File: config.mk
export PLATFORM = sky130hd
export DESIGN_NAME = ansi_escape_terminal_parser
export DESIGN_NICKNAME = d
export VERILOG_FILES = /design/src/aetp_pkg.sv /design/src/aetp_cfg.sv /design/src/aetp_datapath.sv /design/src/aetp_ctrl.sv /design/src/ansi_escape_terminal_parser.sv
export SDC_FILE = /design/constraint.sdc
export NUM_CORES = 2
export LEC_CHECK = 0
export BUFFER_PORTS_ARGS = -buffer_cell sky130_fd_sc_hd__buf_4
export CAP_MARGIN = 20
export CORE_MARGIN = 10
export CORE_UTILIZATION = 40
export CTS_BUF_LIST = sky130_fd_sc_hd__clkbuf_16
export DETAILED_ROUTE_END_ITERATION = 6
export PLACE_DENSITY_LB_ADDON = 0.08
export SKIP_LAST_GASP = 1
export SLEW_MARGIN = 5
export SYNTH_ARGS = -nofsm -noshare
export SYNTH_HDL_FRONTEND = slang
export SYNTH_SLANG_ARGS = --single-unit
File: constraint.sdc
create_clock -name clk -period 17.24 [get_ports clk]
set_clock_uncertainty 0.05 [all_clocks]
set_input_delay 0.862 -clock clk [delete_from_list [all_inputs] [get_ports clk]]
set_output_delay 0.862 -clock clk [all_outputs]
set_load 0.02 [all_outputs]
File: src/aetp_pkg.sv
// shared types, codes and constants of the ansi escape terminal parser
package aetp_pkg;

  localparam int MAX_PARAMS_DEF = 16;
  localparam int MAX_DIM_DEF    = 256;

  // configuration register indexes
  localparam logic [1:0] REG_COLS   = 2'd0;
  localparam logic [1:0] REG_ROWS   = 2'd1;
  localparam logic [1:0] REG_DEF_FG = 2'd2;
  localparam logic [1:0] REG_DEF_BG = 2'd3;

  localparam logic [8:0]  COLS_RST   = 9'd80;
  localparam logic [8:0]  ROWS_RST   = 9'd25;
  localparam logic [23:0] DEF_FG_RST = 24'hAAAAAA;
  localparam logic [23:0] DEF_BG_RST = 24'h000000;

  // result command codes
  localparam logic [2:0] CMD_GLYPH  = 3'd0;
  localparam logic [2:0] CMD_ERASE  = 3'd1;
  localparam logic [2:0] CMD_FILL   = 3'd2;
  localparam logic [2:0] CMD_SCROLL = 3'd3;
  localparam logic [2:0] CMD_CLRTOP = 3'd4;

  // parser states
  localparam logic [2:0] PS_NORMAL  = 3'd0;
  localparam logic [2:0] PS_ESC     = 3'd1;
  localparam logic [2:0] PS_CSI     = 3'd2;
  localparam logic [2:0] PS_HASH    = 3'd3;
  localparam logic [2:0] PS_CHARSET = 3'd4;

  // datapath operations issued by the controller
  localparam logic [3:0] DP_NOP       = 4'd0;
  localparam logic [3:0] DP_LATCH     = 4'd1;
  localparam logic [3:0] DP_EXEC      = 4'd2;
  localparam logic [3:0] DP_NEWLINE   = 4'd3;
  localparam logic [3:0] DP_SGR_START = 4'd4;
  localparam logic [3:0] DP_SGR_PARAM = 4'd5;
  localparam logic [3:0] DP_SGR_MODE  = 4'd6;
  localparam logic [3:0] DP_SGR_R     = 4'd7;
  localparam logic [3:0] DP_SGR_G     = 4'd8;
  localparam logic [3:0] DP_SGR_B     = 4'd9;
  localparam logic [3:0] DP_SGR_IDX   = 4'd10;
  localparam logic [3:0] DP_SGR_COL   = 4'd11;

  // byte codes
  localparam logic [7:0] CH_BS      = 8'h08;
  localparam logic [7:0] CH_TAB     = 8'h09;
  localparam logic [7:0] CH_LF      = 8'h0A;
  localparam logic [7:0] CH_CR      = 8'h0D;
  localparam logic [7:0] CH_ESC     = 8'h1B;
  localparam logic [7:0] CH_SPACE   = 8'h20;
  localparam logic [7:0] CH_BANG    = 8'h21;
  localparam logic [7:0] CH_HASH    = 8'h23;
  localparam logic [7:0] CH_LPAREN  = 8'h28;
  localparam logic [7:0] CH_RPAREN  = 8'h29;
  localparam logic [7:0] CH_0       = 8'h30;
  localparam logic [7:0] CH_7       = 8'h37;
  localparam logic [7:0] CH_8       = 8'h38;
  localparam logic [7:0] CH_9       = 8'h39;
  localparam logic [7:0] CH_SEMI    = 8'h3B;
  localparam logic [7:0] CH_LT      = 8'h3C;
  localparam logic [7:0] CH_GT      = 8'h3E;
  localparam logic [7:0] CH_QUEST   = 8'h3F;
  localparam logic [7:0] CH_FIN_LO  = 8'h40;
  localparam logic [7:0] CH_CUU     = 8'h41;
  localparam logic [7:0] CH_CUD     = 8'h42;
  localparam logic [7:0] CH_CUF     = 8'h43;
  localparam logic [7:0] CH_CUB     = 8'h44;
  localparam logic [7:0] CH_CUP     = 8'h48;
  localparam logic [7:0] CH_ED      = 8'h4A;
  localparam logic [7:0] CH_EL      = 8'h4B;
  localparam logic [7:0] CH_RI      = 8'h4D;
  localparam logic [7:0] CH_LBRACK  = 8'h5B;
  localparam logic [7:0] CH_RIS     = 8'h63;
  localparam logic [7:0] CH_HVP     = 8'h66;
  localparam logic [7:0] CH_SGR     = 8'h6D;
  localparam logic [7:0] CH_SAVE    = 8'h73;
  localparam logic [7:0] CH_RESTORE = 8'h75;
  localparam logic [7:0] CH_FIN_HI  = 8'h7E;

  typedef struct packed {
    logic [8:0]  cols;
    logic [8:0]  rows;
    logic [23:0] def_fg;
    logic [23:0] def_bg;
  } cfg_t;

  typedef struct packed {
    logic [3:0] op;
  } dp_cmd_t;

  typedef struct packed {
    logic out_busy;
    logic exec_emit;
    logic exec_wrap;
    logic exec_sgr;
    logic nl_emit;
    logic walk_end;
    logic param_ext;
    logic mode_rgb;
    logic mode_idx;
  } dp_stat_t;

  typedef struct packed {
    logic [2:0]  cmd;
    logic [7:0]  row;
    logic [7:0]  col;
    logic [7:0]  end_row;
    logic [8:0]  end_col;
    logic [7:0]  glyph;
    logic [23:0] fg_color;
    logic [23:0] bg_color;
    logic        underline_on;
    logic        last;
  } out_beat_t;

endpackage

File: src/aetp_cfg.sv
// configuration registers behind the apb-style port
module aetp_cfg (
  input  logic                 clk,
  input  logic                 rst,
  input  logic                 psel,
  input  logic                 penable,
  input  logic                 pwrite,
  input  logic [3:0]           paddr,
  input  logic [31:0]          pwdata,
  output logic [31:0]          prdata,
  output logic                 pready,
  output aetp_pkg::cfg_t       cfg,
  output logic                 geom_upd
);

  logic       wr_en;
  logic [1:0] wr_idx;

  assign pready = 1'b1;
  assign wr_en  = psel && penable && pwrite;
  assign wr_idx = paddr[3:2];

  always_ff @(posedge clk) begin
    if (rst) begin
      cfg.cols   <= aetp_pkg::COLS_RST;
      cfg.rows   <= aetp_pkg::ROWS_RST;
      cfg.def_fg <= aetp_pkg::DEF_FG_RST;
      cfg.def_bg <= aetp_pkg::DEF_BG_RST;
      geom_upd   <= 1'b0;
    end else begin
      // cursor clamp runs the cycle after a geometry write
      geom_upd <= wr_en && (wr_idx == aetp_pkg::REG_COLS || wr_idx == aetp_pkg::REG_ROWS);
      if (wr_en) begin
        case (wr_idx)
          aetp_pkg::REG_COLS:   cfg.cols   <= pwdata[8:0];
          aetp_pkg::REG_ROWS:   cfg.rows   <= pwdata[8:0];
          aetp_pkg::REG_DEF_FG: cfg.def_fg <= pwdata[23:0];
          aetp_pkg::REG_DEF_BG: cfg.def_bg <= pwdata[23:0];
          default: ;
        endcase
      end
    end
  end

  always_comb begin
    case (wr_idx)
      aetp_pkg::REG_COLS:   prdata = {23'd0, cfg.cols};
      aetp_pkg::REG_ROWS:   prdata = {23'd0, cfg.rows};
      aetp_pkg::REG_DEF_FG: prdata = {8'd0, cfg.def_fg};
      aetp_pkg::REG_DEF_BG: prdata = {8'd0, cfg.def_bg};
      default:              prdata = 32'd0;
    endcase
  end

endmodule

File: src/aetp_datapath.sv
// parser datapath: cursor, attributes, csi parameters, palette and result register
module aetp_datapath #(
  parameter int MAX_PARAMS = aetp_pkg::MAX_PARAMS_DEF,
  parameter int MAX_DIM    = aetp_pkg::MAX_DIM_DEF
) (
  input  logic                 clk,
  input  logic                 rst,
  input  aetp_pkg::cfg_t       cfg,
  input  logic                 geom_upd,
  input  logic                 req_type,
  input  logic [7:0]           data_byte,
  input  logic [3:0]           pal_index,
  input  logic [23:0]          pal_color,
  input  aetp_pkg::dp_cmd_t    dcmd,
  output aetp_pkg::dp_stat_t   stat,
  input  logic                 out_ready,
  output logic                 out_valid,
  output aetp_pkg::out_beat_t  out_beat
);

  localparam int CW = $clog2(MAX_PARAMS + 1);
  localparam int IW = CW + 1;
  localparam int AW = $clog2(MAX_PARAMS);
  localparam int DW = $clog2(MAX_DIM);
  localparam int EW = $clog2(MAX_DIM + 1);
  localparam int SW = 18;

  // latched item
  logic        req_r;
  logic [7:0]  byte_r;
  logic [3:0]  pidx_r;
  logic [23:0] pcol_r;

  // parser state
  logic [2:0]    pstate;
  logic [15:0]   pval [MAX_PARAMS];
  logic [MAX_PARAMS-1:0] pset;
  logic [CW-1:0] pcount;
  logic          pseen;
  logic [DW-1:0] ccol, crow, scol, srow;
  logic [23:0]   cur_fg, cur_bg;
  logic          bold, under, rev;
  logic [23:0]   palette [16];

  // sgr walk
  logic [IW-1:0] walk;
  logic          ext_bg;
  logic [7:0]    tr, tg, sidx;
  logic [2:0]    q36;

  // geometry
  logic [EW-1:0] cols, rows;
  logic [SW-1:0] col_w, row_w, cols_w, rows_w, lim_col, lim_row;

  function automatic logic [EW-1:0] eff_dim(input logic [8:0] v);
    if (v == 9'd0) return EW'(1);
    else if (32'(v) > 32'(MAX_DIM)) return EW'(MAX_DIM);
    else return EW'(v);
  endfunction

  function automatic logic [SW-1:0] clampv(input logic [SW-1:0] v, input logic [SW-1:0] lim);
    return (v > lim) ? lim : v;
  endfunction

  function automatic logic [7:0] lighten(input logic [7:0] ch);
    return (ch > 8'hAA) ? 8'hFF : ch + 8'h55;
  endfunction

  function automatic logic [7:0] sat8(input logic [15:0] v);
    return (v > 16'd255) ? 8'hFF : v[7:0];
  endfunction

  function automatic logic [7:0] cube_lv(input logic [2:0] v);
    return (v == 3'd0) ? 8'd0 : 8'd55 + 8'(v) * 8'd40;
  endfunction

  function automatic aetp_pkg::out_beat_t mk_beat(
    input logic [2:0] c, input logic [SW-1:0] r0, input logic [SW-1:0] c0,
    input logic [SW-1:0] r1, input logic [SW-1:0] c1, input logic [7:0] g,
    input logic [23:0] f, input logic [23:0] b, input logic ul, input logic lst);
    aetp_pkg::out_beat_t o;
    o.cmd          = c;
    o.row          = r0[7:0];
    o.col          = c0[7:0];
    o.end_row      = r1[7:0];
    o.end_col      = c1[8:0];
    o.glyph        = g;
    o.fg_color     = f;
    o.bg_color     = b;
    o.underline_on = ul;
    o.last         = lst;
    return o;
  endfunction

  assign cols    = eff_dim(cfg.cols);
  assign rows    = eff_dim(cfg.rows);
  assign col_w   = SW'(ccol);
  assign row_w   = SW'(crow);
  assign cols_w  = SW'(cols);
  assign rows_w  = SW'(rows);
  assign lim_col = cols_w - SW'(1);
  assign lim_row = rows_w - SW'(1);

  // new line shared by lf, tab, wrap
  logic                nl_scroll;
  logic [DW-1:0]       nl_row;
  aetp_pkg::out_beat_t scroll_beat;

  assign nl_scroll   = (row_w + SW'(1)) >= rows_w;
  assign nl_row      = nl_scroll ? DW'(lim_row) : DW'(row_w + SW'(1));
  assign scroll_beat = mk_beat(aetp_pkg::CMD_SCROLL, '0, '0, '0, '0, 8'd0, 24'd0,
                               cfg.def_bg, 1'b0, 1'b1);

  // csi parameter views for the final byte
  logic [CW-1:0] pcnt_fin;
  logic          p0_has, p1_has;
  logic [15:0]   cnt, mode, trow, tcol;

  assign pcnt_fin = (pseen || pcount != '0) ? pcount + CW'(1) : pcount;
  assign p0_has   = (pcnt_fin > CW'(0)) && pset[0];
  assign p1_has   = (pcnt_fin > CW'(1)) && pset[1];
  assign cnt      = (!p0_has || pval[0] == 16'd0) ? 16'd1 : pval[0];
  assign mode     = p0_has ? pval[0] : 16'd0;
  assign trow     = (p0_has && pval[0] != 16'd0) ? pval[0] - 16'd1 : 16'd0;
  assign tcol     = (p1_has && pval[1] != 16'd0) ? pval[1] - 16'd1 : 16'd0;

  // digit accumulation
  logic          ci_ok;
  logic [AW-1:0] ci;
  logic [15:0]   acc_cur, acc_sat;
  logic [19:0]   acc;

  assign ci_ok   = pcount < CW'(MAX_PARAMS);
  assign ci      = pcount[AW-1:0];
  assign acc_cur = (ci_ok && pset[ci]) ? pval[ci] : 16'd0;
  assign acc     = 20'(acc_cur) * 20'd10 + 20'(byte_r - aetp_pkg::CH_0);
  assign acc_sat = (acc > 20'd65535) ? 16'hFFFF : acc[15:0];

  // glyph colours
  logic [23:0] gf, gb, gf_bold;
  assign gf      = rev ? cur_bg : cur_fg;
  assign gb      = rev ? cur_fg : cur_bg;
  assign gf_bold = bold ? {lighten(gf[23:16]), lighten(gf[15:8]), lighten(gf[7:0])} : gf;

  logic [SW-1:0] tab_w;
  assign tab_w = (col_w + SW'(8)) & ~SW'(7);

  // execution of one byte or palette write
  logic [2:0]          ex_pstate;
  logic [DW-1:0]       ex_col, ex_row, ex_scol, ex_srow;
  logic [23:0]         ex_fg, ex_bg;
  logic                ex_bold, ex_under, ex_rev;
  logic [CW-1:0]       ex_pcount;
  logic                ex_pseen, ex_clr, ex_pw, ex_palw;
  logic                ex_emit, ex_wrap, ex_sgr;
  aetp_pkg::out_beat_t ex_beat;

  always_comb begin
    ex_pstate = pstate;
    ex_col    = ccol;
    ex_row    = crow;
    ex_scol   = scol;
    ex_srow   = srow;
    ex_fg     = cur_fg;
    ex_bg     = cur_bg;
    ex_bold   = bold;
    ex_under  = under;
    ex_rev    = rev;
    ex_pcount = pcount;
    ex_pseen  = pseen;
    ex_clr    = 1'b0;
    ex_pw     = 1'b0;
    ex_palw   = 1'b0;
    ex_emit   = 1'b0;
    ex_wrap   = 1'b0;
    ex_sgr    = 1'b0;
    ex_beat   = scroll_beat;
    if (req_r) begin
      ex_palw = 1'b1;
    end else begin
      case (pstate)
        aetp_pkg::PS_NORMAL: begin
          if (byte_r == aetp_pkg::CH_ESC) begin
            ex_pstate = aetp_pkg::PS_ESC;
          end else if (byte_r == aetp_pkg::CH_CR) begin
            ex_col = '0;
          end else if (byte_r == aetp_pkg::CH_LF) begin
            ex_row  = nl_row;
            ex_emit = nl_scroll;
          end else if (byte_r == aetp_pkg::CH_TAB) begin
            if (tab_w >= cols_w) begin
              ex_col  = '0;
              ex_row  = nl_row;
              ex_emit = nl_scroll;
            end else begin
              ex_col = DW'(tab_w);
            end
          end else if (byte_r == aetp_pkg::CH_BS) begin
            if (ccol != '0) ex_col = ccol - DW'(1);
          end else if (byte_r >= aetp_pkg::CH_SPACE) begin
            ex_emit = 1'b1;
            ex_beat = mk_beat(aetp_pkg::CMD_GLYPH, row_w, col_w, '0, '0, byte_r,
                              gf_bold, gb, under, 1'b1);
            if ((col_w + SW'(1)) >= cols_w) begin
              ex_col  = '0;
              ex_wrap = 1'b1;
              // a scroll follows the glyph when the wrap leaves the last row
              ex_beat.last = !nl_scroll;
            end else begin
              ex_col = ccol + DW'(1);
            end
          end
        end
        aetp_pkg::PS_ESC: begin
          ex_pstate = aetp_pkg::PS_NORMAL;
          case (byte_r)
            aetp_pkg::CH_LBRACK: begin
              ex_clr    = 1'b1;
              ex_pcount = '0;
              ex_pseen  = 1'b0;
              ex_pstate = aetp_pkg::PS_CSI;
            end
            aetp_pkg::CH_7: begin
              ex_scol = ccol;
              ex_srow = crow;
            end
            aetp_pkg::CH_8: begin
              ex_col = DW'(clampv(SW'(scol), lim_col));
              ex_row = DW'(clampv(SW'(srow), lim_row));
            end
            aetp_pkg::CH_RI: begin
              if (crow == '0) begin
                ex_emit = 1'b1;
                ex_beat = scroll_beat;
                ex_beat.cmd = aetp_pkg::CMD_CLRTOP;
              end else begin
                ex_row = crow - DW'(1);
              end
            end
            aetp_pkg::CH_RIS: begin
              ex_fg    = cfg.def_fg;
              ex_bg    = cfg.def_bg;
              ex_bold  = 1'b0;
              ex_under = 1'b0;
              ex_rev   = 1'b0;
              ex_emit  = 1'b1;
              ex_beat  = scroll_beat;
              ex_beat.cmd = aetp_pkg::CMD_FILL;
              ex_col   = '0;
              ex_row   = '0;
            end
            aetp_pkg::CH_HASH:   ex_pstate = aetp_pkg::PS_HASH;
            aetp_pkg::CH_LPAREN,
            aetp_pkg::CH_RPAREN: ex_pstate = aetp_pkg::PS_CHARSET;
            default: ;
          endcase
        end
        aetp_pkg::PS_CSI: begin
          if (byte_r inside {[aetp_pkg::CH_0:aetp_pkg::CH_9]}) begin
            if (ci_ok) begin
              ex_pw    = 1'b1;
              ex_pseen = 1'b1;
            end
          end else if (byte_r == aetp_pkg::CH_SEMI) begin
            if (pcount < CW'(MAX_PARAMS - 1)) ex_pcount = pcount + CW'(1);
            ex_pseen = 1'b0;
          end else if (byte_r inside {aetp_pkg::CH_QUEST, aetp_pkg::CH_GT,
                                      aetp_pkg::CH_LT, aetp_pkg::CH_BANG}) begin
            ex_pstate = pstate;
          end else if (byte_r inside {[aetp_pkg::CH_FIN_LO:aetp_pkg::CH_FIN_HI]}) begin
            ex_pcount = pcnt_fin;
            ex_pstate = aetp_pkg::PS_NORMAL;
            case (byte_r)
              aetp_pkg::CH_CUU:
                ex_row = (row_w >= SW'(cnt)) ? DW'(row_w - SW'(cnt)) : '0;
              aetp_pkg::CH_CUD:
                ex_row = DW'(clampv(row_w + SW'(cnt), lim_row));
              aetp_pkg::CH_CUF:
                ex_col = DW'(clampv(col_w + SW'(cnt), lim_col));
              aetp_pkg::CH_CUB:
                ex_col = (col_w >= SW'(cnt)) ? DW'(col_w - SW'(cnt)) : '0;
              aetp_pkg::CH_CUP,
              aetp_pkg::CH_HVP: begin
                ex_row = DW'(clampv(SW'(trow), lim_row));
                ex_col = DW'(clampv(SW'(tcol), lim_col));
              end
              aetp_pkg::CH_ED: begin
                ex_emit = 1'b1;
                if (mode == 16'd0) begin
                  ex_beat = mk_beat(aetp_pkg::CMD_ERASE, row_w, col_w, lim_row, cols_w,
                                    aetp_pkg::CH_SPACE, cur_fg, cur_bg, 1'b0, 1'b1);
                end else if (mode == 16'd1) begin
                  ex_beat = mk_beat(aetp_pkg::CMD_ERASE, '0, '0, row_w, col_w + SW'(1),
                                    aetp_pkg::CH_SPACE, cur_fg, cur_bg, 1'b0, 1'b1);
                end else begin
                  ex_beat = scroll_beat;
                  ex_beat.cmd = aetp_pkg::CMD_FILL;
                  ex_col = '0;
                  ex_row = '0;
                end
              end
              aetp_pkg::CH_EL: begin
                ex_emit = 1'b1;
                if (mode == 16'd0) begin
                  ex_beat = mk_beat(aetp_pkg::CMD_ERASE, row_w, col_w, row_w, cols_w,
                                    aetp_pkg::CH_SPACE, cur_fg, cur_bg, 1'b0, 1'b1);
                end else if (mode == 16'd1) begin
                  ex_beat = mk_beat(aetp_pkg::CMD_ERASE, row_w, '0, row_w, col_w + SW'(1),
                                    aetp_pkg::CH_SPACE, cur_fg, cur_bg, 1'b0, 1'b1);
                end else begin
                  ex_beat = mk_beat(aetp_pkg::CMD_ERASE, row_w, '0, row_w, cols_w,
                                    aetp_pkg::CH_SPACE, cur_fg, cur_bg, 1'b0, 1'b1);
                end
              end
              aetp_pkg::CH_SGR: ex_sgr = 1'b1;
              aetp_pkg::CH_SAVE: begin
                ex_scol = ccol;
                ex_srow = crow;
              end
              aetp_pkg::CH_RESTORE: begin
                ex_col = DW'(clampv(SW'(scol), lim_col));
                ex_row = DW'(clampv(SW'(srow), lim_row));
              end
              default: ;
            endcase
          end else begin
            ex_pstate = aetp_pkg::PS_NORMAL;
          end
        end
        default: ex_pstate = aetp_pkg::PS_NORMAL;
      endcase
    end
  end

  // sgr parameter read port
  logic [IW-1:0] rd_off, rd_idx;
  logic          rd_has;
  logic [15:0]   rd_p;

  always_comb begin
    case (dcmd.op)
      aetp_pkg::DP_SGR_MODE: rd_off = IW'(1);
      aetp_pkg::DP_SGR_R,
      aetp_pkg::DP_SGR_IDX:  rd_off = IW'(2);
      aetp_pkg::DP_SGR_G:    rd_off = IW'(3);
      aetp_pkg::DP_SGR_B:    rd_off = IW'(4);
      default:               rd_off = IW'(0);
    endcase
  end

  assign rd_idx = walk + rd_off;
  assign rd_has = (rd_idx < IW'(pcount)) && pset[rd_idx[AW-1:0]];
  assign rd_p   = rd_has ? pval[rd_idx[AW-1:0]] : 16'd0;

  // per-parameter sgr decode
  logic [3:0]  sg_pa, pal_addr;
  logic [23:0] pal_rd;
  logic        sg_ext;

  always_comb begin
    sg_pa = 4'd0;
    if (rd_p inside {[16'd30:16'd37]})        sg_pa = 4'(rd_p - 16'd30);
    else if (rd_p inside {[16'd40:16'd47]})   sg_pa = 4'(rd_p - 16'd40);
    else if (rd_p inside {[16'd90:16'd97]})   sg_pa = 4'(rd_p - 16'd82);
    else if (rd_p inside {[16'd100:16'd107]}) sg_pa = 4'(rd_p - 16'd92);
  end

  assign pal_addr = (dcmd.op == aetp_pkg::DP_SGR_COL) ? sidx[3:0] : sg_pa;
  assign pal_rd   = palette[pal_addr];
  assign sg_ext   = (rd_p == 16'd38) || (rd_p == 16'd48);

  // 256-colour expansion, split over two steps
  logic [7:0]  idx_n, cx;
  logic [13:0] q_prod;
  logic [5:0]  r36;
  logic [8:0]  g_prod;
  logic [2:0]  g6, b6;
  logic [7:0]  grey;
  logic [23:0] c256;

  assign idx_n  = sat8(rd_p);
  assign q_prod = 14'(8'(idx_n - 8'd16)) * 14'd57;
  assign cx     = sidx - 8'd16;
  assign r36    = 6'(cx - 8'(q36) * 8'd36);
  assign g_prod = 9'(14'(r36) * 14'd43 >> 8);
  assign g6     = g_prod[2:0];
  assign b6     = 3'(r36 - 6'(g6) * 6'd6);
  assign grey   = 8'd8 + (sidx - 8'd232) * 8'd10;

  always_comb begin
    if (sidx < 8'd16)       c256 = pal_rd;
    else if (sidx >= 8'd232) c256 = {grey, grey, grey};
    else                     c256 = {cube_lv(q36), cube_lv(g6), cube_lv(b6)};
  end

  logic push;
  assign push = (dcmd.op == aetp_pkg::DP_EXEC && ex_emit) ||
                (dcmd.op == aetp_pkg::DP_NEWLINE && nl_scroll);

  assign stat.out_busy  = out_valid;
  assign stat.exec_emit = ex_emit;
  assign stat.exec_wrap = ex_wrap;
  assign stat.exec_sgr  = ex_sgr;
  assign stat.nl_emit   = nl_scroll;
  assign stat.walk_end  = walk >= IW'(pcount);
  assign stat.param_ext = sg_ext;
  assign stat.mode_rgb  = rd_has && rd_p == 16'd2 && (walk + IW'(4)) < IW'(pcount);
  assign stat.mode_idx  = rd_has && rd_p == 16'd5 && (walk + IW'(2)) < IW'(pcount);

  // control state
  always_ff @(posedge clk) begin
    if (rst) begin
      pstate    <= aetp_pkg::PS_NORMAL;
      pset      <= '0;
      pcount    <= '0;
      pseen     <= 1'b0;
      ccol      <= '0;
      crow      <= '0;
      scol      <= '0;
      srow      <= '0;
      cur_fg    <= aetp_pkg::DEF_FG_RST;
      cur_bg    <= aetp_pkg::DEF_BG_RST;
      bold      <= 1'b0;
      under     <= 1'b0;
      rev       <= 1'b0;
      walk      <= '0;
      ext_bg    <= 1'b0;
      out_valid <= 1'b0;
    end else begin
      if (out_valid && out_ready) out_valid <= 1'b0;
      if (push) out_valid <= 1'b1;
      if (geom_upd) begin
        ccol <= DW'(clampv(col_w, lim_col));
        crow <= DW'(clampv(row_w, lim_row));
      end
      case (dcmd.op)
        aetp_pkg::DP_EXEC: begin
          pstate <= ex_pstate;
          pcount <= ex_pcount;
          pseen  <= ex_pseen;
          ccol   <= ex_col;
          crow   <= ex_row;
          scol   <= ex_scol;
          srow   <= ex_srow;
          cur_fg <= ex_fg;
          cur_bg <= ex_bg;
          bold   <= ex_bold;
          under  <= ex_under;
          rev    <= ex_rev;
          if (ex_clr) pset <= '0;
          if (ex_pw) pset[ci] <= 1'b1;
        end
        aetp_pkg::DP_NEWLINE: crow <= nl_row;
        aetp_pkg::DP_SGR_START: begin
          walk <= '0;
          if (pcount == '0) begin
            cur_fg <= cfg.def_fg;
            cur_bg <= cfg.def_bg;
            bold   <= 1'b0;
            under  <= 1'b0;
            rev    <= 1'b0;
          end
        end
        aetp_pkg::DP_SGR_PARAM: begin
          ext_bg <= (rd_p == 16'd48);
          if (!sg_ext) walk <= walk + IW'(1);
          if (rd_p == 16'd0) begin
            cur_fg <= cfg.def_fg;
            cur_bg <= cfg.def_bg;
            bold   <= 1'b0;
            under  <= 1'b0;
            rev    <= 1'b0;
          end else if (rd_p == 16'd1) bold <= 1'b1;
          else if (rd_p == 16'd4) under <= 1'b1;
          else if (rd_p == 16'd7) rev <= 1'b1;
          else if (rd_p == 16'd21 || rd_p == 16'd22) bold <= 1'b0;
          else if (rd_p == 16'd24) under <= 1'b0;
          else if (rd_p == 16'd27) rev <= 1'b0;
          else if (rd_p == 16'd39) cur_fg <= cfg.def_fg;
          else if (rd_p == 16'd49) cur_bg <= cfg.def_bg;
          else if (rd_p inside {[16'd30:16'd37], [16'd90:16'd97]}) cur_fg <= pal_rd;
          else if (rd_p inside {[16'd40:16'd47], [16'd100:16'd107]}) cur_bg <= pal_rd;
        end
        aetp_pkg::DP_SGR_MODE: begin
          if (!stat.mode_rgb && !stat.mode_idx) walk <= walk + IW'(1);
        end
        aetp_pkg::DP_SGR_B: begin
          walk <= walk + IW'(5);
          if (ext_bg) cur_bg <= {tr, tg, sat8(rd_p)};
          else        cur_fg <= {tr, tg, sat8(rd_p)};
        end
        aetp_pkg::DP_SGR_COL: begin
          walk <= walk + IW'(3);
          if (ext_bg) cur_bg <= c256;
          else        cur_fg <= c256;
        end
        default: ;
      endcase
    end
  end

  // payload registers
  always_ff @(posedge clk) begin
    if (dcmd.op == aetp_pkg::DP_LATCH) begin
      req_r  <= req_type;
      byte_r <= data_byte;
      pidx_r <= pal_index;
      pcol_r <= pal_color;
    end
    if (dcmd.op == aetp_pkg::DP_EXEC && ex_palw) palette[pidx_r] <= pcol_r;
    if (dcmd.op == aetp_pkg::DP_EXEC && ex_pw) pval[ci] <= acc_sat;
    if (dcmd.op == aetp_pkg::DP_SGR_R) tr <= sat8(rd_p);
    if (dcmd.op == aetp_pkg::DP_SGR_G) tg <= sat8(rd_p);
    if (dcmd.op == aetp_pkg::DP_SGR_IDX) begin
      sidx <= idx_n;
      q36  <= q_prod[13:11];
    end
    if (push) out_beat <= (dcmd.op == aetp_pkg::DP_EXEC) ? ex_beat : scroll_beat;
  end

endmodule

File: src/aetp_ctrl.sv
// controller state machine sequencing the parser datapath
module aetp_ctrl (
  input  logic                clk,
  input  logic                rst,
  input  logic                in_valid,
  output logic                in_ready,
  input  aetp_pkg::dp_stat_t  stat,
  output aetp_pkg::dp_cmd_t   dcmd
);

  localparam logic [3:0] C_IDLE      = 4'd0;
  localparam logic [3:0] C_EXEC      = 4'd1;
  localparam logic [3:0] C_NL        = 4'd2;
  localparam logic [3:0] C_SGR_START = 4'd3;
  localparam logic [3:0] C_SGR_PARAM = 4'd4;
  localparam logic [3:0] C_SGR_MODE  = 4'd5;
  localparam logic [3:0] C_SGR_R     = 4'd6;
  localparam logic [3:0] C_SGR_G     = 4'd7;
  localparam logic [3:0] C_SGR_B     = 4'd8;
  localparam logic [3:0] C_SGR_IDX   = 4'd9;
  localparam logic [3:0] C_SGR_COL   = 4'd10;

  logic [3:0] state, state_next;

  always_ff @(posedge clk) begin
    if (rst) state <= C_IDLE;
    else     state <= state_next;
  end

  always_comb begin
    state_next = state;
    dcmd.op    = aetp_pkg::DP_NOP;
    in_ready   = (state == C_IDLE);
    case (state)
      C_IDLE: begin
        if (in_valid) begin
          dcmd.op    = aetp_pkg::DP_LATCH;
          state_next = C_EXEC;
        end
      end
      C_EXEC: begin
        // a byte that emits holds until the result register is free
        if (!(stat.exec_emit && stat.out_busy)) begin
          dcmd.op = aetp_pkg::DP_EXEC;
          if (stat.exec_sgr)       state_next = C_SGR_START;
          else if (stat.exec_wrap) state_next = C_NL;
          else                     state_next = C_IDLE;
        end
      end
      C_NL: begin
        if (!(stat.nl_emit && stat.out_busy)) begin
          dcmd.op    = aetp_pkg::DP_NEWLINE;
          state_next = C_IDLE;
        end
      end
      C_SGR_START: begin
        dcmd.op    = aetp_pkg::DP_SGR_START;
        state_next = C_SGR_PARAM;
      end
      C_SGR_PARAM: begin
        if (stat.walk_end) begin
          state_next = C_IDLE;
        end else begin
          dcmd.op = aetp_pkg::DP_SGR_PARAM;
          if (stat.param_ext) state_next = C_SGR_MODE;
        end
      end
      C_SGR_MODE: begin
        dcmd.op = aetp_pkg::DP_SGR_MODE;
        if (stat.mode_rgb)      state_next = C_SGR_R;
        else if (stat.mode_idx) state_next = C_SGR_IDX;
        else                    state_next = C_SGR_PARAM;
      end
      C_SGR_R: begin
        dcmd.op    = aetp_pkg::DP_SGR_R;
        state_next = C_SGR_G;
      end
      C_SGR_G: begin
        dcmd.op    = aetp_pkg::DP_SGR_G;
        state_next = C_SGR_B;
      end
      C_SGR_B: begin
        dcmd.op    = aetp_pkg::DP_SGR_B;
        state_next = C_SGR_PARAM;
      end
      C_SGR_IDX: begin
        dcmd.op    = aetp_pkg::DP_SGR_IDX;
        state_next = C_SGR_COL;
      end
      C_SGR_COL: begin
        dcmd.op    = aetp_pkg::DP_SGR_COL;
        state_next = C_SGR_PARAM;
      end
      default: state_next = C_IDLE;
    endcase
  end

`ifndef NO_ASSERTIONS
  a_exec_slot: assert property (@(posedge clk) disable iff (rst)
    (dcmd.op == aetp_pkg::DP_EXEC && stat.exec_emit) |-> !stat.out_busy)
    else $error("byte executed while result register full");

  a_nl_slot: assert property (@(posedge clk) disable iff (rst)
    (dcmd.op == aetp_pkg::DP_NEWLINE && stat.nl_emit) |-> !stat.out_busy)
    else $error("scroll issued while result register full");

  a_walk_range: assert property (@(posedge clk) disable iff (rst)
    (dcmd.op == aetp_pkg::DP_SGR_PARAM) |-> !stat.walk_end)
    else $error("sgr walk read past parameter count");

  a_reset_idle: assert property (@(posedge clk) disable iff (rst)
    $past(rst) |-> (state == C_IDLE))
    else $error("controller not idle after reset");
`endif

endmodule

File: src/ansi_escape_terminal_parser.sv
// ansi escape terminal parser: a byte or palette write is latched, executed, and the
// controller returns to idle; a glyph that wraps the line adds a new-line step, and an sgr
// final byte adds a walk over the parameters (sgr sequencer, one param port), with extra
// steps per 38/48 form; no item is taken before idle; a byte that emits waits while a result
// sits in the one-beat output register, and the next item is accepted while that result waits
// synchronous active-high reset returns parser, cursor and attributes to power-up values
module ansi_escape_terminal_parser #(
  parameter int MAX_PARAMS = aetp_pkg::MAX_PARAMS_DEF,
  parameter int MAX_DIM    = aetp_pkg::MAX_DIM_DEF
) (
  input  logic        clk,
  input  logic        rst,
  input  logic        psel,
  input  logic        penable,
  input  logic        pwrite,
  input  logic [3:0]  paddr,
  input  logic [31:0] pwdata,
  output logic [31:0] prdata,
  output logic        pready,
  input  logic        in_valid,
  output logic        in_ready,
  input  logic        req_type,
  input  logic [7:0]  data_byte,
  input  logic [3:0]  pal_index,
  input  logic [23:0] pal_color,
  output logic        out_valid,
  input  logic        out_ready,
  output logic [2:0]  cmd,
  output logic [7:0]  row,
  output logic [7:0]  col,
  output logic [7:0]  end_row,
  output logic [8:0]  end_col,
  output logic [7:0]  glyph,
  output logic [23:0] fg_color,
  output logic [23:0] bg_color,
  output logic        underline_on,
  output logic        last
);

  aetp_pkg::cfg_t      cfg;
  logic                geom_upd;
  aetp_pkg::dp_cmd_t   dcmd;
  aetp_pkg::dp_stat_t  stat;
  aetp_pkg::out_beat_t beat;

  aetp_cfg u_cfg (
    .clk      (clk),
    .rst      (rst),
    .psel     (psel),
    .penable  (penable),
    .pwrite   (pwrite),
    .paddr    (paddr),
    .pwdata   (pwdata),
    .prdata   (prdata),
    .pready   (pready),
    .cfg      (cfg),
    .geom_upd (geom_upd)
  );

  aetp_ctrl u_ctrl (
    .clk      (clk),
    .rst      (rst),
    .in_valid (in_valid),
    .in_ready (in_ready),
    .stat     (stat),
    .dcmd     (dcmd)
  );

  aetp_datapath #(
    .MAX_PARAMS (MAX_PARAMS),
    .MAX_DIM    (MAX_DIM)
  ) u_dp (
    .clk       (clk),
    .rst       (rst),
    .cfg       (cfg),
    .geom_upd  (geom_upd),
    .req_type  (req_type),
    .data_byte (data_byte),
    .pal_index (pal_index),
    .pal_color (pal_color),
    .dcmd      (dcmd),
    .stat      (stat),
    .out_ready (out_ready),
    .out_valid (out_valid),
    .out_beat  (beat)
  );

  assign cmd          = beat.cmd;
  assign row          = beat.row;
  assign col          = beat.col;
  assign end_row      = beat.end_row;
  assign end_col      = beat.end_col;
  assign glyph        = beat.glyph;
  assign fg_color     = beat.fg_color;
  assign bg_color     = beat.bg_color;
  assign underline_on = beat.underline_on;
  assign last         = beat.last;

endmodule

## Word-level counts from Yosys, hierarchy flattened

Memories as Yosys holds them, arrays and structs flattened. A register that Yosys moved wholly into a read port is not among the register bits.
Cells that the tools add are included.

- Flip-flop bits (word level): 345
- Latch bits: 0
- Bits in writable memories: 640
- Bits in read-only memories: 0
- Input bits: 80
- Output and inout bits: 129
- Word-level logic and storage cells: 632
- Memories: 2

Memory list:

| name | depth | bits a word | rd ports | clocked after Yosys merged registers in | write ports | RTL line | source |
|---|---|---|---|---|---|---|---|
| u_dp.palette | 16 | 24 | 1 | 0 | 1 | aetp_datapath.sv:43 | `logic [23:0] palette [16];` |
| u_dp.pval | 16 | 16 | 4 | 1 | 1 | aetp_datapath.sv:36 | `logic [15:0] pval [MAX_PARAMS];` |

- Add/subtract/negate cells: 39
- Multipliers: 9
- Divide/modulo/power cells: 0
- Magnitude comparators: 46
- Equal/unequal tests: 135
- Shifts and indexed selects: 0
- Muxes and demuxes: 268
- Bitwise gates (word level): 3
- Reduce and logical (&&, ||, !) cells: 90

Operators with widths:

| kind | count |
|---|---|
| two-way mux 94 bit | 10 |
| two-way mux 24 bit | 38 |
| two-way mux 8 bit | 60 |
| case mux 94 bit (3 select lines) | 1 |
| two-way mux 93 bit | 3 |
| case mux 24 bit (5 select lines) | 2 |
| case mux 94 bit (2 select lines) | 1 |
| case mux 93 bit (2 select lines) | 1 |
| two-way mux 16 bit | 11 |
| case mux 32 bit (4 select lines) | 1 |
| equality test 8 x 7 -> 1 bit (second input constant) | 14 |
| two-way mux 83 bit | 1 |
| equality test 8 x 6 -> 1 bit (second input constant) | 10 |
| case mux 8 bit (5 select lines) | 2 |
| two-way mux 1 bit | 75 |
| > comparator 8 x 18 -> 1 bit | 4 |
| case mux 8 bit (3 select lines) | 3 |
| two-way mux 67 bit | 1 |
| equality test 16 x 5 -> 1 bit (second input constant) | 4 |
| equality test 16 x 6 -> 1 bit (second input constant) | 4 |
| case mux 8 bit (2 select lines) | 4 |
| two-way mux 4 bit | 15 |
| >= comparator 18 x 9 -> 1 bit | 3 |
| two-way mux 26 bit | 2 |
| 128 further kinds | 320 |

## Depth between registers and ports, before layout

An unclocked memory read counts as a cell.

- Depth in word-level cells: 42
- Mapped depth: 39
- Depth with buffers taken out: 35

## Cells and area by module

A second synthesis with hierarchy kept.

- Cell total of the unflattened synthesis: 5165
- Area, all modules: 57417.6 sq um

Modules (own cells, without submodules):

| module | instances | cells each | area an instance (sq um) | sequential area each (sq um) |
|---|---|---|---|---|
| aetp_datapath | 1 | 4775 | 53591.4 | 26365.3 |
| aetp_cfg | 1 | 322 | 3335.7 | 1341.3 |
| aetp_ctrl | 1 | 68 | 490.5 | 80.1 |

## Worst setup path before layout

OpenSTA, ideal clock, no wires.

- Path kind: register to register
- Start point: register, netlist name u_cfg.cfg[58]
- End point: register u_dp.out_beat[0] (netlist name) (enable)
- Setup time: 0.581 ns
- Arrival: 8.235 ns
- Required time: 16.609 ns
- Path slack: 8.374 ns
- Cell stages (with the launch flop): 19
- Cells stage by stage: dfxtp_1 -> or4_1 -> or3_1 -> o21bai_1 -> and2_1 -> inv_1 -> ha_1 -> a31o_2 -> a21o_1 -> a21o_1 -> a21o_1 -> a21o_1 -> a21o_1 -> a21oi_1 -> o311a_1 -> or2_2 -> clkbuf_1 -> nand2_1 -> o22ai_1

- Longest elaborated chain between the ends: 17

Ends and longest elaborated chain:

| item | RTL line | source |
|---|---|---|
| > comparator 9 bit | aetp_datapath.sv:57 | `else if (32'(v) > 32'(MAX_DIM)) return EW'(MAX_DIM);` |
| two-way mux 9 bit | aetp_datapath.sv:57 |  |
| two-way mux 9 bit (*) | aetp_datapath.sv:56 | `if (v == 9'd0) return EW'(1);` |
| >= comparator 18 x 9 -> 1 bit (*) | aetp_datapath.sv:191 | `if (tab_w >= cols_w) begin` |
| two-way mux 1 bit (*) | aetp_datapath.sv:191 |  |
| two-way mux 1 bit (*) | aetp_datapath.sv:190 | `end else if (byte_r == aetp_pkg::CH_TAB) begin` |
| two-way mux 1 bit (*) | aetp_datapath.sv:187 | `end else if (byte_r == aetp_pkg::CH_LF) begin` |
| two-way mux 1 bit (*) | aetp_datapath.sv:185 | `end else if (byte_r == aetp_pkg::CH_CR) begin` |
| [2 not listed] | - |  |
| two-way mux 1 bit (*) | aetp_datapath.sv:178 | `if (req_r) begin` |
| logical AND 1 bit | aetp_ctrl.sv:43 | `if (!(stat.exec_emit && stat.out_busy)) begin` |
| two-way mux 2 bit | aetp_ctrl.sv:43 |  |
| case mux 4 bit (11 select lines) | aetp_ctrl.sv:34 | `case (state)` |
| equality test 4 x 2 -> 1 bit (on tied branches) | aetp_datapath.sv:397, aetp_datapath.sv:398 |  |
| logical AND 1 bit (on tied branches) | aetp_datapath.sv:397, aetp_datapath.sv:398 |  |
| logical OR 1 bit (*) | aetp_datapath.sv:397 | `assign push = (dcmd.op == aetp_pkg::DP_EXEC && ex_emit) \|\|` |
| via u_dp.push | aetp_datapath.sv:396 | `logic push;` |
| to (signal assigned) | aetp_datapath.sv:518 | `if (push) out_beat <= (dcmd.op == aetp_pkg::DP_EXEC) ? ex_beat : scroll_beat;` |
| to (decl) | aetp_datapath.sv:18 | `output aetp_pkg::out_beat_t out_beat` |

The timed path passes the listed nets; every way through them passes the cells marked *.
A chain may end at the register's enable or synchronous reset.

## Worst setup path in the final report

- Start point: register u_ctrl.state[1]
- End point: register u_dp.cur_bg[16]

- Longest elaborated chain between the ends: 30

Ends and longest elaborated chain:

| item | RTL line | source |
|---|---|---|
| from (decl) | aetp_ctrl.sv:23 | `logic [3:0] state, state_next;` |
| from (signal assigned) | aetp_ctrl.sv:27 | `else state <= state_next;` |
| equality test 4 bit (tied with other cells) | aetp_ctrl.sv:34 |  |
| case mux 4 bit (11 select lines) (*) | aetp_ctrl.sv:34 |  |
| equality test 4 bit or equality test 4 x 3 -> 1 bit (tied branches) | aetp_datapath.sv:341 | `case (dcmd.op)` |
| OR reduction 2 bit | aetp_datapath.sv:341 |  |
| case mux 3 bit (4 select lines) | aetp_datapath.sv:341 |  |
| adder 6 x 3 -> 6 bit | aetp_datapath.sv:351 | `assign rd_idx = walk + rd_off;` |
| binary-select mux 1 bit (select 4 bit) | aetp_datapath.sv:352 | `assign rd_has = (rd_idx < IW'(pcount)) && pset[rd_idx[AW-1:0]];` |
| two-way mux 1 bit (implied by the code) | aetp_datapath.sv:352 |  |
| [14 not listed] | - |  |
| two-way mux 24 bit | aetp_datapath.sv:478 | `else if (rd_p == 16'd27) rev <= 1'b0;` |
| two-way mux 24 bit | aetp_datapath.sv:477 | `else if (rd_p == 16'd24) under <= 1'b0;` |
| two-way mux 24 bit | aetp_datapath.sv:476 | `else if (rd_p == 16'd21 \|\| rd_p == 16'd22) bold <= 1'b0;` |
| two-way mux 24 bit | aetp_datapath.sv:475 | `else if (rd_p == 16'd7) rev <= 1'b1;` |
| two-way mux 24 bit | aetp_datapath.sv:474 | `else if (rd_p == 16'd4) under <= 1'b1;` |
| two-way mux 24 bit | aetp_datapath.sv:473 | `end else if (rd_p == 16'd1) bold <= 1'b1;` |
| two-way mux 24 bit | aetp_datapath.sv:467 | `if (rd_p == 16'd0) begin` |
| case mux 24 bit (5 select lines) | aetp_datapath.sv:436 | `case (dcmd.op)` |
| to (signal assigned) | aetp_datapath.sv:469 | `cur_bg <= cfg.def_bg;` |
| to (signal assigned) | aetp_datapath.sv:480 | `else if (rd_p == 16'd49) cur_bg <= cfg.def_bg;` |
| to (signal assigned) | aetp_datapath.sv:482 | `else if (rd_p inside {[16'd40:16'd47], [16'd100:16'd107]}) cur_bg <= pal_rd;` |
| to (decl) | aetp_datapath.sv:41 | `logic [23:0] cur_fg, cur_bg;` |

Every way passes the cells marked *; elsewhere a longest branch is shown, timed or not. The select of a mux whose other input is x is not followed.

==> impl_metrics.prom <==
# TYPE chip_impl_metric gauge
chip_impl_metric{name="hold_ws",unit="ps"} 212.8
chip_impl_metric{name="grt_start_max_net_pins",unit=""} 70
chip_impl_metric{name="worstPathMaxFanout",unit=""} 69
chip_impl_metric{name="power.switching_fraction",unit=""} 0.2449
chip_impl_info{name="reg2reg_to",value="u_dp.cur_bg[16]"} 1
chip_impl_info{name="worstSetupStartpoint",value="u_ctrl.state[1]"} 1
chip_impl_metric{name="grt_pass1_wl",unit="um"} 284500
chip_impl_metric{name="finalSetupTns",unit="ps"} 0
chip_impl_metric{name="detailroute.via_count",unit=""} 43520
chip_impl_metric{name="first_global_vias",unit=""} 41820
chip_impl_metric{name="start_util",unit=""} 0.4035
chip_impl_metric{name="drt_drc_violations_left",unit=""} 0
chip_impl_metric{name="timing_worst_slew_pin_value",unit="ps"} 1196
chip_impl_metric{name="globalRouteTotalUtil",unit=""} 0.2361
chip_impl_metric{name="antenna_violation_net_count_after_detailed_routing",unit=""} 0
chip_impl_metric{name="yosysTopAreaCellShare",unit=""} 0.4184
chip_impl_metric{name="critical_path.n_buffers_inverters",unit=""} 6
chip_impl_info{name="worst_setup_path_endpoint",value="u_dp.cur_bg[16]"} 1
chip_impl_metric{name="arrival",unit="ps"} 11600
chip_impl_info{name="yosys.cell_count.top_type",value="sky130_fd_sc_hd__edfxtp_1"} 1
chip_impl_metric{name="cts.hold.buffers_added",unit=""} 0
chip_impl_metric{name="first_iter_violations",unit=""} 4359
chip_impl_metric{name="timing.critical_path.depth",unit=""} 29
chip_impl_metric{name="maxCapViolations",unit=""} 0
chip_impl_metric{name="async_reset_ff_frac",unit=""} 0
chip_impl_metric{name="cts.clk_slew.worst_paths",unit="ps"} 70
chip_impl_metric{name="drive_above_1_share",unit=""} 0.1315
chip_impl_metric{name="die_width",unit="um"} 398.4
chip_impl_info{name="run_status",value="completed"} 1
chip_impl_metric{name="number_of_buffers_created_by_cts",unit=""} 109
chip_impl_metric{name="critPathRequiredTime",unit="ps"} 17890
chip_impl_metric{name="slew_viol_final",unit=""} 0
chip_impl_metric{name="core_region_area",unit="mm2"} 0.1419
chip_impl_metric{name="clock_tree.buffer_depth",unit=""} 3
chip_impl_info{name="cts_tree",value="built"} 1
chip_impl_metric{name="synth-warning-count",unit=""} 0
chip_impl_metric{name="pwr-share-seq",unit=""} 0.502
chip_impl_info{name="rsz_0062_raised_after_global_routing",value="no"} 1
chip_impl_metric{name="cell_depth_of_the_worst_hold_path",unit=""} 1
chip_impl_info{name="synth_flop_cell",value="sky130_fd_sc_hd__edfxtp_1"} 1
chip_impl_metric{name="clock_sink_count",unit=""} 989
chip_impl_metric{name="p_int",unit="mW"} 4.024
chip_impl_metric{name="pre_cts_slack",unit="ps"} 6390
chip_impl_metric{name="hold_viol",unit=""} 0
chip_impl_metric{name="congestion_overflow_gr",unit=""} 0
chip_impl_metric{name="clock.fmax",unit="GHz"} 0.09131
chip_impl_metric{name="cts.repair_timing.setup_buffer_count",unit=""} 0
chip_impl_metric{name="wire_per_inst",unit="um"} 26.23
chip_impl_metric{name="cts_resized",unit=""} 0
chip_impl_metric{name="areaGrowthSynthToFinish",unit="%"} 12.32
chip_impl_info{name="critPathCaptureType",value="flip-flop"} 1
chip_impl_metric{name="drt_first_pass_iters",unit=""} 7
chip_impl_metric{name="clk_lat_worst_skew",unit="ps"} 770
chip_impl_metric{name="cts_max_level",unit=""} 3
chip_impl_metric{name="clock_network_fraction_of_design_power",unit=""} 0.433
chip_impl_metric{name="post_synth_instance_area",unit="mm2"} 0.05728
chip_impl_metric{name="final_critical_path_setup_slack",unit="ps"} 6288
chip_impl_metric{name="detailed_place_hpwl",unit="um"} 133600
chip_impl_metric{name="syn-instance-count",unit=""} 5281
chip_impl_info{name="timing.critical_path.mode_cell",value="sky130_fd_sc_hd__ha_1"} 1
chip_impl_metric{name="via_per_inst",unit=""} 5.889
chip_impl_metric{name="synth_seq_cells",unit=""} 989
chip_impl_metric{name="proportion_of_power_drawn_by_combinational_gates",unit=""} 0.065
chip_impl_info{name="cts.root.buffer_cell",value="sky130_fd_sc_hd__clkbuf_16"} 1
chip_impl_info{name="slowest_stage",value="sky130_fd_sc_hd__buf_4"} 1
chip_impl_metric{name="power.switching",unit="mW"} 1.305
chip_impl_metric{name="synth_enable_flop_cells",unit=""} 798
chip_impl_metric{name="regToRegSetupSlack",unit="ps"} 6290
chip_impl_info{name="most_instantiated_cells_after_synthesis",value="798 x sky130_fd_sc_hd__edfxtp_1, 536 x sky130_fd_sc_hd__nand2_1, 455 x sky130_fd_sc_hd__nor2_1"} 1
chip_impl_metric{name="p_leak",unit="nW"} 23.49
chip_impl_info{name="startpoint_types",value="flip-flop"} 1
chip_impl_metric{name="synthDistinctLibCells",unit=""} 107
chip_impl_info{name="netlist_top_cells_area",value="sky130_fd_sc_hd__edfxtp_1 42%, sky130_fd_sc_hd__ha_1 7.1%, sky130_fd_sc_hd__dfxtp_1 6.7%"} 1
chip_impl_info{name="holdCritPathClass",value="in2reg"} 1
chip_impl_info{name="rr_startpoint",value="u_ctrl.state[1]"} 1
chip_impl_metric{name="crit_path_max_incr_delay",unit="ps"} 830
chip_impl_info{name="cp_top_family",value="compound AO/OA/AOI/OAI gates"} 1
chip_impl_metric{name="die_footprint",unit="mm2"} 0.1587
chip_impl_info{name="post-synth-top-area-cell",value="sky130_fd_sc_hd__edfxtp_1"} 1
chip_impl_metric{name="vdd_ir_drop_max",unit="uV"} 87.80
chip_impl_metric{name="worstRegToRegCells",unit=""} 29
chip_impl_metric{name="power_density",unit="mW/mm2"} 82.84
chip_impl_metric{name="max_slew_margin",unit=""} 0.1911
chip_impl_metric{name="setup_violations",unit=""} 0
chip_impl_metric{name="synth_seq_area_share",unit=""} 0.4851
chip_impl_metric{name="place.gp.congestion",unit=""} 0.9152
chip_impl_metric{name="post-route-period-util",unit=""} 0.6353
chip_impl_info{name="worst-setup-path-type",value="reg2reg"} 1
chip_impl_metric{name="finish.net_count",unit=""} 5838
chip_impl_metric{name="floorplan.die.height",unit="um"} 398.4
chip_impl_metric{name="cell_row_count",unit=""} 138
chip_impl_metric{name="initial_antenna_violation_count",unit=""} 2
chip_impl_metric{name="ioPinCount",unit=""} 209
chip_impl_metric{name="synth.avg_cell_area",unit="um2"} 10.85
chip_impl_metric{name="timing.final.crit_period",unit="ps"} 10950
chip_impl_metric{name="portBuffers",unit=""} 189
chip_impl_metric{name="routed_wl",unit="um"} 193800
## stage by stage
stage / util / instances / cell area [um2] / power (mW)
2_1_floorplan: - / 5316 / 57410 / 2.923
3_3_place_gp: 0.4283 / 7183 / 60790 / 3.066
3_5_place_dp: 0.4283 / 7183 / 60790 / 3.067
4_1_cts: 0.4532 / 7387 / 64320 / 5.371
5_1_grt: 0.4533 / 7389 / 64330 / 5.501
6_report: 0.4533 / 7390 / 64330 / 5.329
## placed cells by master, fill, tap and decap left out, types with 48 or more instances in the layout
cell type | Yosys | routed
sky130_fd_sc_hd__nor3_1 | 86 | 81
sky130_fd_sc_hd__nand2_1 | 536 | 535
sky130_fd_sc_hd__buf_4 | 20 | 290
sky130_fd_sc_hd__nor2_1 | 455 | 438
sky130_fd_sc_hd__ha_1 | 327 | 326
sky130_fd_sc_hd__o21ai_0 | 197 | 197
sky130_fd_sc_hd__a21o_1 | 77 | 76
sky130_fd_sc_hd__clkbuf_16 | 0 | 109
sky130_fd_sc_hd__a21oi_1 | 356 | 354
sky130_fd_sc_hd__nand3_1 | 191 | 191
sky130_fd_sc_hd__xor2_1 | 67 | 67
sky130_fd_sc_hd__dfxtp_1 | 191 | 187
sky130_fd_sc_hd__and3_1 | 99 | 99
sky130_fd_sc_hd__nand4_1 | 57 | 57
sky130_fd_sc_hd__mux4_2 | 133 | 133
sky130_fd_sc_hd__mux2i_1 | 168 | 168
sky130_fd_sc_hd__nor2b_1 | 48 | 48
sky130_fd_sc_hd__inv_1 | 194 | 215
sky130_fd_sc_hd__xnor2_1 | 114 | 113
sky130_fd_sc_hd__a211oi_1 | 85 | 85
sky130_fd_sc_hd__edfxtp_1 | 798 | 798
## final cells by class
type                    instances  area (um2)
diodes                          1       2.502
clock buffers                 109        2728
clock inverters                95       803.3
fillers                     13310       77600
inverters                     201       759.5
multi-input cells            3813       27690
flip-flops and latches        989       27790
well taps                    1890        2365
repair buffers                292        2187
## sequential cells by signal, summed over array words and instances, names as in the netlist, 4 cells and up, named ones only
name / cells
u_dp.ccol: 8
u_dp.crow: 8
u_dp.cur_bg: 24
u_cfg.cfg: 66
u_dp.palette: 384
u_dp.out_beat: 94
u_dp.cur_fg: 24
u_dp.tg: 8
u_ctrl.state: 4
u_dp.pcount: 5
u_dp.pcol_r: 24
u_dp.sidx: 8
u_dp.scol: 8
u_dp.srow: 8
u_dp.pidx_r: 4
u_dp.walk: 6
u_dp.byte_r: 8
u_dp.pval: 256
u_dp.pset: 16
u_dp.tr: 8
## metal layers
layer  up-vias  part of all wire  global-route usage
li1      20090                 -                   -
met1     21630              0.46              0.3401
met2      1541              0.45              0.3651
met3       264             0.067             0.04055
met4         0             0.028             0.06411
met5         -                 0                   0
## worst min-delay path by stage
stage,from,slack [ps],end
6_report,pal_color[9],210,u_dp.pcol_r[9]
5_1_grt,pal_color[12],170,u_dp.pcol_r[12]
4_1_cts,pal_color[9],160,u_dp.pcol_r[9]
3_5_place_dp,u_dp.pseen,430,u_dp.pseen
3_3_place_gp,u_dp.pseen,420,u_dp.pseen
2_1_floorplan,u_dp.under,390,u_dp.under
## cells by family after synthesis
group | count (synthesis) | share of synthesized area
AND/OR/NAND/NOR | 1677 | 0.1361
AO/OA/AOI/OAI | 1221 | 0.1420
flip-flops | 989 | 0.4851
buffers and inverters | 514 | 0.03773
adder cells (fa/ha/maj) | 352 | 0.08017
multiplexers | 344 | 0.09081
XOR/XNOR | 182 | 0.02796
other | 2 | 0.0001311
## power groups by stage
stage	sequential [mW]	combinational [mW]	clock [mW]
after floorplan	2.72	0.207	0
after global placement	2.72	0.344	0
after detailed placement	2.72	0.344	0
after CTS	2.67	0.346	2.35
after global routing	2.68	0.379	2.45
final	2.67	0.348	2.31
## worst reg2reg max path, delay by kind of cell, from the launching register on
kind | cells | cell delay [ps]
flops | 1 | 570
buf+inv | 6 | 2500
simple gates | 9 | 2920
fa+ha+maj | 3 | 1300
compound gates | 11 | 3610
Note: power is estimated with default switching activity, not from simulation.
